--- config.mk ---
export PLATFORM = sky130hd
export DESIGN_NAME = positional_list_store
export DESIGN_NICKNAME = d
export VERILOG_FILES = /design/src/rtl/pls_pkg.sv /design/src/rtl/positional_list_store.sv /design/src/rtl/pls_ram.sv
export SDC_FILE = /design/constraint.sdc
export NUM_CORES = 1
export LEC_CHECK = 0
export BUFFER_PORTS_ARGS = -buffer_cell sky130_fd_sc_hd__buf_2
export CAP_MARGIN = 5
export CORE_ASPECT_RATIO = 0.5
export CORE_UTILIZATION = 35
export DETAILED_ROUTE_END_ITERATION = 12
export PLACE_DENSITY = 0.62
export SLEW_MARGIN = 40
export SYNTH_ARGS = -nofsm -noshare
export SYNTH_HDL_FRONTEND = slang
export SYNTH_SLANG_ARGS = --single-unit
--- constraint.sdc ---
create_clock -name clock -period 7.4 [get_ports clock]
set_clock_uncertainty 0.15 [all_clocks]
set_input_delay 0.37 -clock clock [delete_from_list [all_inputs] [get_ports clock]]
set_output_delay 0.37 -clock clock [all_outputs]
set_load 0.01 [all_outputs]
--- src/rtl/pls_pkg.sv ---
// Shared types and codes for the positional list store.
`default_nettype none

package pls_pkg;

   localparam int DATA_W = 32;
   localparam int CMD_W  = 3;
   localparam int POS_W  = 5;
   localparam int LEN_W  = 5;
   localparam int STAT_W = 2;

   localparam logic [CMD_W-1:0] CMD_INS_HEAD = 3'd0;
   localparam logic [CMD_W-1:0] CMD_INS_TAIL = 3'd1;
   localparam logic [CMD_W-1:0] CMD_INS_POS  = 3'd2;
   localparam logic [CMD_W-1:0] CMD_DEL_POS  = 3'd3;
   localparam logic [CMD_W-1:0] CMD_DUMP     = 3'd4;

   localparam logic [STAT_W-1:0] STAT_OK     = 2'd0;
   localparam logic [STAT_W-1:0] STAT_BADPOS = 2'd1;
   localparam logic [STAT_W-1:0] STAT_FULL   = 2'd2;
   localparam logic [STAT_W-1:0] STAT_EMPTY  = 2'd3;

   typedef struct packed {
      logic [CMD_W-1:0]         command;
      logic [POS_W-1:0]         position;
      logic signed [DATA_W-1:0] value;
   } req_type;

   typedef struct packed {
      logic [STAT_W-1:0]        status;
      logic signed [DATA_W-1:0] item;
      logic [LEN_W-1:0]         length;
      logic                     last;
   } rsp_type;

endpackage

`default_nettype wire

--- src/rtl/positional_list_store.sv ---
// Positional list store: ordered list of signed values with positional insert and delete.
//
// Usage: the req channel takes one command per item (insert head, insert tail,
// insert at 1-based position, delete at position, dump). Unused command codes
// are dropped with no result. req_stall is high while a command is in work;
// one command is handled at a time.
// Each insert or delete gives one status item on rsp. Dump gives one item per
// stored value, head first, last set on the final one, or a single empty
// status item when the list holds nothing.
// Timing: entries are moved one per cycle through the RAM's separate read and
// write ports. After accept, an insert or delete moves any entries after its
// index in ST_SHIFT, then goes to ST_RESP, which loads the status item into the
// output register; a rejected command goes from accept straight to ST_RESP.
// Dump reads its first value from the RAM, then loads one value per cycle while
// rsp does not stall.
// A stalled rsp holds its item; the sequencer waits on the output register
// while the next request stays blocked. Reset empties the list at once and
// drops any item in flight; RAM contents need no clearing.
`default_nettype none

module positional_list_store #(
   parameter int CAPACITY = 16
) (
   input  logic              clock,
   input  logic              reset,
   input  logic              req_valid,
   output logic              req_stall,
   input  pls_pkg::req_type  req_data,
   output logic              rsp_valid,
   input  logic              rsp_stall,
   output pls_pkg::rsp_type  rsp_data
);
   import pls_pkg::*;

   localparam int IDX_W = (CAPACITY > 1) ? $clog2(CAPACITY) : 1;
   localparam int CNT_W = $clog2(CAPACITY + 1);
   localparam int CMP_W = ((CNT_W > POS_W) ? CNT_W : POS_W) + 1;

   localparam logic [1:0] ST_IDLE  = 2'd0;
   localparam logic [1:0] ST_SHIFT = 2'd1;
   localparam logic [1:0] ST_RESP  = 2'd2;
   localparam logic [1:0] ST_DUMP  = 2'd3;

   localparam logic [CNT_W-1:0] CAP_CNT = CNT_W'(CAPACITY);

   logic [1:0]        state_ff, state_in;
   logic [CNT_W-1:0]  count_ff, count_in;
   logic [CNT_W-1:0]  ptr_ff, ptr_in;
   logic [CNT_W-1:0]  idx_ff, idx_in;
   logic              ins_ff, ins_in;
   logic              pend_ff, pend_in;
   logic [IDX_W-1:0]  waddr_ff, waddr_in;
   logic [DATA_W-1:0] val_ff, val_in;
   logic [STAT_W-1:0] stat_ff, stat_in;
   logic              rsp_valid_ff, rsp_valid_in;
   rsp_type           rsp_ff, rsp_in;

   logic              wr_en, rd_en;
   logic [IDX_W-1:0]  wr_addr, rd_addr;
   logic [DATA_W-1:0] wr_data, rd_data;

   logic              out_free, load, consume, full;
   rsp_type           load_data;
   logic [CMP_W-1:0]  pos_x, cnt_x;
   logic [CNT_W-1:0]  ptr_dec, ptr_inc;

   pls_ram #(
      .DEPTH (CAPACITY),
      .AW    (IDX_W)
   ) u_ram (
      .clock   (clock),
      .wr_en   (wr_en),
      .wr_addr (wr_addr),
      .wr_data (wr_data),
      .rd_en   (rd_en),
      .rd_addr (rd_addr),
      .rd_data (rd_data)
   );

   assign out_free  = !rsp_valid_ff || !rsp_stall;
   assign full      = (count_ff >= CAP_CNT);
   assign pos_x     = CMP_W'(req_data.position);
   assign cnt_x     = CMP_W'(count_ff);
   assign ptr_dec   = ptr_ff - 1'b1;
   assign ptr_inc   = ptr_ff + 1'b1;
   assign req_stall = (state_ff != ST_IDLE);

   always_comb begin
      state_in  = state_ff;
      count_in  = count_ff;
      ptr_in    = ptr_ff;
      idx_in    = idx_ff;
      ins_in    = ins_ff;
      pend_in   = pend_ff;
      waddr_in  = waddr_ff;
      val_in    = val_ff;
      stat_in   = stat_ff;
      wr_en     = 1'b0;
      wr_addr   = '0;
      wr_data   = val_ff;
      rd_en     = 1'b0;
      rd_addr   = '0;
      load      = 1'b0;
      consume   = 1'b0;
      load_data = '0;

      case (state_ff)
         ST_IDLE: begin
            pend_in = 1'b0;
            if (req_valid) begin
               val_in = req_data.value;
               case (req_data.command)
                  CMD_INS_HEAD, CMD_INS_TAIL: begin
                     if (full) begin
                        stat_in  = STAT_FULL;
                        state_in = ST_RESP;
                     end else begin
                        ins_in   = 1'b1;
                        ptr_in   = count_ff;
                        idx_in   = (req_data.command == CMD_INS_HEAD) ? '0 : count_ff;
                        state_in = ST_SHIFT;
                     end
                  end
                  CMD_INS_POS: begin
                     if (pos_x == '0 || pos_x > cnt_x + 1'b1) begin
                        stat_in  = STAT_BADPOS;
                        state_in = ST_RESP;
                     end else if (full) begin
                        stat_in  = STAT_FULL;
                        state_in = ST_RESP;
                     end else begin
                        ins_in   = 1'b1;
                        ptr_in   = count_ff;
                        idx_in   = CNT_W'(pos_x - 1'b1);
                        state_in = ST_SHIFT;
                     end
                  end
                  CMD_DEL_POS: begin
                     if (pos_x == '0 || pos_x > cnt_x) begin
                        stat_in  = STAT_BADPOS;
                        state_in = ST_RESP;
                     end else begin
                        ins_in   = 1'b0;
                        ptr_in   = CNT_W'(pos_x - 1'b1);
                        state_in = ST_SHIFT;
                     end
                  end
                  CMD_DUMP: begin
                     if (count_ff == '0) begin
                        stat_in  = STAT_EMPTY;
                        state_in = ST_RESP;
                     end else begin
                        ptr_in   = '0;
                        state_in = ST_DUMP;
                     end
                  end
                  default: begin
                     state_in = ST_IDLE;
                  end
               endcase
            end
         end

         ST_SHIFT: begin
            if (pend_ff) begin
               wr_en   = 1'b1;
               wr_addr = waddr_ff;
               wr_data = rd_data;
            end
            if (ins_ff) begin
               if (ptr_ff > idx_ff) begin
                  rd_en    = 1'b1;
                  rd_addr  = ptr_dec[IDX_W-1:0];
                  waddr_in = ptr_ff[IDX_W-1:0];
                  ptr_in   = ptr_dec;
                  pend_in  = 1'b1;
               end else begin
                  pend_in = 1'b0;
                  if (!pend_ff) begin
                     wr_en    = 1'b1;
                     wr_addr  = idx_ff[IDX_W-1:0];
                     wr_data  = val_ff;
                     count_in = count_ff + 1'b1;
                     stat_in  = STAT_OK;
                     state_in = ST_RESP;
                  end
               end
            end else begin
               if (ptr_inc < count_ff) begin
                  rd_en    = 1'b1;
                  rd_addr  = ptr_inc[IDX_W-1:0];
                  waddr_in = ptr_ff[IDX_W-1:0];
                  ptr_in   = ptr_inc;
                  pend_in  = 1'b1;
               end else begin
                  pend_in = 1'b0;
                  if (!pend_ff) begin
                     count_in = count_ff - 1'b1;
                     stat_in  = STAT_OK;
                     state_in = ST_RESP;
                  end
               end
            end
         end

         ST_RESP: begin
            if (out_free) begin
               load             = 1'b1;
               load_data.status = stat_ff;
               load_data.item   = '0;
               load_data.length = cnt_x[LEN_W-1:0];
               load_data.last   = 1'b1;
               state_in         = ST_IDLE;
            end
         end

         ST_DUMP: begin
            consume = pend_ff && out_free;
            if (consume) begin
               load             = 1'b1;
               load_data.status = STAT_OK;
               load_data.item   = rd_data;
               load_data.length = cnt_x[LEN_W-1:0];
               load_data.last   = (ptr_ff == count_ff);
            end
            if (ptr_ff < count_ff && (!pend_ff || out_free)) begin
               rd_en   = 1'b1;
               rd_addr = ptr_ff[IDX_W-1:0];
               ptr_in  = ptr_inc;
               pend_in = 1'b1;
            end else if (consume) begin
               pend_in = 1'b0;
            end
            if (consume && ptr_ff == count_ff) begin
               state_in = ST_IDLE;
            end
         end

         default: begin
            state_in = ST_IDLE;
         end
      endcase
   end

   always_comb begin
      rsp_in       = rsp_ff;
      rsp_valid_in = rsp_valid_ff;
      if (load) begin
         rsp_in       = load_data;
         rsp_valid_in = 1'b1;
      end else if (!rsp_stall) begin
         rsp_valid_in = 1'b0;
      end
   end

   always_ff @(posedge clock) begin
      if (reset) begin
         state_ff     <= ST_IDLE;
         count_ff     <= '0;
         pend_ff      <= 1'b0;
         rsp_valid_ff <= 1'b0;
      end else begin
         state_ff     <= state_in;
         count_ff     <= count_in;
         pend_ff      <= pend_in;
         rsp_valid_ff <= rsp_valid_in;
      end
   end

   always_ff @(posedge clock) begin
      ptr_ff   <= ptr_in;
      idx_ff   <= idx_in;
      ins_ff   <= ins_in;
      waddr_ff <= waddr_in;
      val_ff   <= val_in;
      stat_ff  <= stat_in;
      rsp_ff   <= rsp_in;
   end

   assign rsp_valid = rsp_valid_ff;
   assign rsp_data  = rsp_ff;

   // fill level bound
   a_count_bound: assert property (@(posedge clock) disable iff (reset)
      count_ff <= CAP_CNT)
      else $error("count above capacity");

   // fill level moves by one item at most
   a_count_step: assert property (@(posedge clock) disable iff (reset)
      (!$past(reset) && !$stable(count_ff)) |->
         (count_ff == CNT_W'($past(count_ff) + 1'b1) ||
          count_ff == CNT_W'($past(count_ff) - 1'b1)))
      else $error("count jumped");

   // only a dump leaves a non-final item waiting
   a_nonlast_dump: assert property (@(posedge clock) disable iff (reset)
      (rsp_valid_ff && !rsp_ff.last) |-> (state_ff == ST_DUMP))
      else $error("non-final item outside dump");

   // no RAM traffic while idle
   a_idle_quiet: assert property (@(posedge clock) disable iff (reset)
      (state_ff == ST_IDLE) |-> (!wr_en && !rd_en))
      else $error("RAM access while idle");

endmodule

`default_nettype wire

--- src/rtl/pls_ram.sv ---
// Entry storage: one write port, one read port with registered read data.
`default_nettype none

module pls_ram #(
   parameter int DEPTH = 16,
   parameter int AW    = 4
) (
   input  logic                         clock,
   input  logic                         wr_en,
   input  logic [AW-1:0]                wr_addr,
   input  logic [pls_pkg::DATA_W-1:0]   wr_data,
   input  logic                         rd_en,
   input  logic [AW-1:0]                rd_addr,
   output logic [pls_pkg::DATA_W-1:0]   rd_data
);
   import pls_pkg::*;

   logic [DATA_W-1:0] mem_ff [DEPTH];
   logic [DATA_W-1:0] rd_data_ff;

   always_ff @(posedge clock) begin
      if (wr_en) begin
         mem_ff[wr_addr] <= wr_data;
      end
   end

   always_ff @(posedge clock) begin
      if (rd_en) begin
         rd_data_ff <= mem_ff[rd_addr];
      end
   end

   assign rd_data = rd_data_ff;

endmodule

`default_nettype wire

==> flow_summary.toml <==
[cells_and_area]
seqCellArea_um2 = 19190
fill_cells = 6800
multi_input_area_um2 = 6953
drive_above_1_share_pct = 14.69
fin_area_um2 = 30920
final_cells = 3037
insertedDiodeCount = 0
final_core_util_pct = 41.14
area_growth_pct = 16.30
nNetsFinal = 2045

[global_routing]
grt_pass1_wl_mm = 100.7
antenna_found_initial = 1
grt_pass1_vias = 15790
grt_max_degree = 127
grtUsageTotal_pct = 17.43
overflow = 0

[synth]
netlist_top_cells_count = "edfxtp_1 (633), nand2_1 (344), a211oi_1 (136)"
synth_area_leaders = "edfxtp_1 (72%), nand2_1 (4.9%), a211oi_1 (3.8%)"
synth_edf_count = 633
synth_area_um2 = 26580
yosysMostFrequentCell = "edfxtp_1"
syn_inst = 1868
yosys.area.top_type = "edfxtp_1"
postSynth.asyncResetShare_pct = 0
synth-seq-cells = 642
yosysSeqAreaShare_pct = 72.18
ys_types = 61
ys_warn_count = 0
synthFlopType = "edfxtp_1"
synth_area_per_cell_um2 = 14.23
synth_top_area_share_pct = 71.50
syn_nets = 1947

[sta]
tns_ns = 0
max_slew_margin_pct = 41.21
hold_violations = 0
rsz0062_at_grt = "no"
whs_ns = 0.08055
setup_violations = 0
min_period_over_period_pct = 71.41
worst_slack_ns = 2.115
max_freq_mhz = 189.2
drv_slew = 0
period_minus_slack_ns = 5.285
tightestPinTransition_ns = 0.8819

[setup_path]
slowest_stage = "nand4_2"
startpoint_type = "register"
timing.rr.end = "u_ram.rd_data[6]"
crit_buf_inv = 3
cp-end-kind = "register"
reg2reg_depth = 13
r2r_slack_ns = 2.12
crit_type = "reg -> reg"
path_depth = 13
worstPathRequired_ns = 7.62
path_cells = "ha_1, xor2_1, ha_1, o21ai_1, a21oi_1, o31ai_4, nand4_2, nand2_8, buf_16, buf_16, buf_4, a311oi_1, or4_1"
setup.worst_path.start = "ptr_ff[1]"
slowest_delay_ns = 0.73
cp_top_family = "simple AND/OR/NAND/NOR gates"
worstSetupEndpoint = "u_ram.rd_data[6]"
worstReg2RegStart = "ptr_ff[1]"
cp_max_fo = 72
crit_arrival_ns = 5.51

[placed_design]
placed_cell_area_um2 = 28460
gp_congestion = 0.8462
dp_hpwl_mm = 37.35
port-buffer-count = 85
dpl_worst_slack_ns = 2.186
placed_cells = 2892

[pwr]
report.power.total_mw = 8.296
netSwitchingFraction_pct = 23.69
p_clk_share_pct = 39.4
p_int_mw = 6.331
p_leak_nw = 10.33
combinationalPowerShare_pct = 9.6
switching_power_mw = 1.965
power_density_nw_per_um2 = 268.3
ir_drop_uv = 172.8
pwr-share-seq_pct = 51.0

[routing]
drt_pass1_iterations = 6
wirelength_mm = 68.11
drtIter0Drc = 1850
drc = 0
via_per_inst = 5.438
via_count = 16510
routedWlPerCell_um = 22.43
ant_nets = 0

[outcome]
status = "completed"

[cts]
clockRootBuffer = "clkbuf_16"
cts_setup_buffers = 0
clkTransAtPathRegs_ns = 0.06
numCtsBuffers = 59
h-tree-depth = 2
cts_sinks = 642
ctsResizeCount = 0
clock_path_buffers = 3
clk_latency_ns = 0.64
cts_tree = "built"

[die]
die_w_um = 391.8
rows = 71
dieArea_um2 = 77130
start_util_pct = 35.37
die_y_um = 196.9
core-area_um2 = 75150
pin_count = 86

[run]
drv_cap = 0

[min_path]
hold_path_class = "in -> reg"
==> placed cells by master (no fill, tap or decap), types with 10 or more instances in the layout <==
master / count
a211oi_1: 136
a211oi_2: 28
a21boi_0: 32
a21oi_1: 52
a311oi_1: 98
and2_1: 36
and3_1: 99
buf_2: 85
buf_4: 31
bufinv_16: 12
clkbuf_16: 59
clkinv_1: 11
clkinv_2: 10
dlygate4sd3_1: 34
edfxtp_1: 633
ha_1: 34
inv_1: 22
nand2_1: 344
nand3_1: 15
nor2_1: 33
nor2_4: 17
o21ai_0: 15
or4_1: 32
==> kinds of logic (layout without fill, tap and decap cells) <==
logic type | Yosys count | in the layout | share of synthesized area (%)
adder cells (fa/ha/maj) | 35 | 35 | 1.676
multiplexers | 1 | 1 | 0.03765
buffers and inverters | 152 | 299 | 2.518
XOR/XNOR | 17 | 17 | 0.5601
flip-flops | 642 | 642 | 72.18
AND/OR/NAND/NOR | 613 | 613 | 10.96
AO/OA/AOI/OAI | 408 | 408 | 12.07
==> final cells by class <==
cell class	count	area share [%]
Sequential cell	642	62.06
Multi-Input combinational cell	1074	22.49
Clock buffer	67	4.937
Timing Repair Buffer	166	4.261
Tap cell	1022	4.136
Clock inverter	43	1.825
Inverter	23	0.2873
==> worst min path at each step <==
stage	startpoint	endpoint	slack [ns]	cells past startpoint
after floorplan	req_data[0]	val_ff[0]	0.32	0
after global placement	u_ram.rd_data[17]	rsp_data[23]	0.39	1
after detailed placement	u_ram.rd_data[19]	rsp_data[25]	0.40	1
after CTS	req_data[39]	ins_ff	0.05	2
after global routing	req_data[39]	ins_ff	0.09	2
final	req_data[39]	ins_ff	0.08	2
==> power groups by stage <==
stage	clock (mW)	sequential (mW)	combinational, mW
floorplan	0	4.28	0.523
global placement	0	4.30	0.757
detailed placement	0	4.31	0.780
CTS	3.31	4.23	0.796
global route	3.44	4.23	0.875
finish	3.27	4.23	0.799
==> what timing repair did <==
item,CTS,global route
hold buffers,34,0
setup endpoints to repair,0,0
hold endpoints to repair,41,0
==> layer usage <==
metal	track usage (%)	up-vias	share of wire, %	wire [um]
met4	4.991	0	2.0	1386
met2	27.11	640	46	31270
met5	0.06270	-	0	0
li1	-	7431	-	-
met3	2.153	104	7.1	4821
met1	25.61	8339	45	30630
==> flip-flops by register name, summed over array words and instances (netlist names), 2 cells and up <==
signal,flops
state_ff,2
waddr_ff,4
count_ff,5
ptr_ff,5
idx_ff,5
val_ff,32
rsp_data,40
u_ram.rd_data,32
u_ram.mem_ff,512
stat_ff,2
No activity file was read; power rests on OpenSTA's default activity.
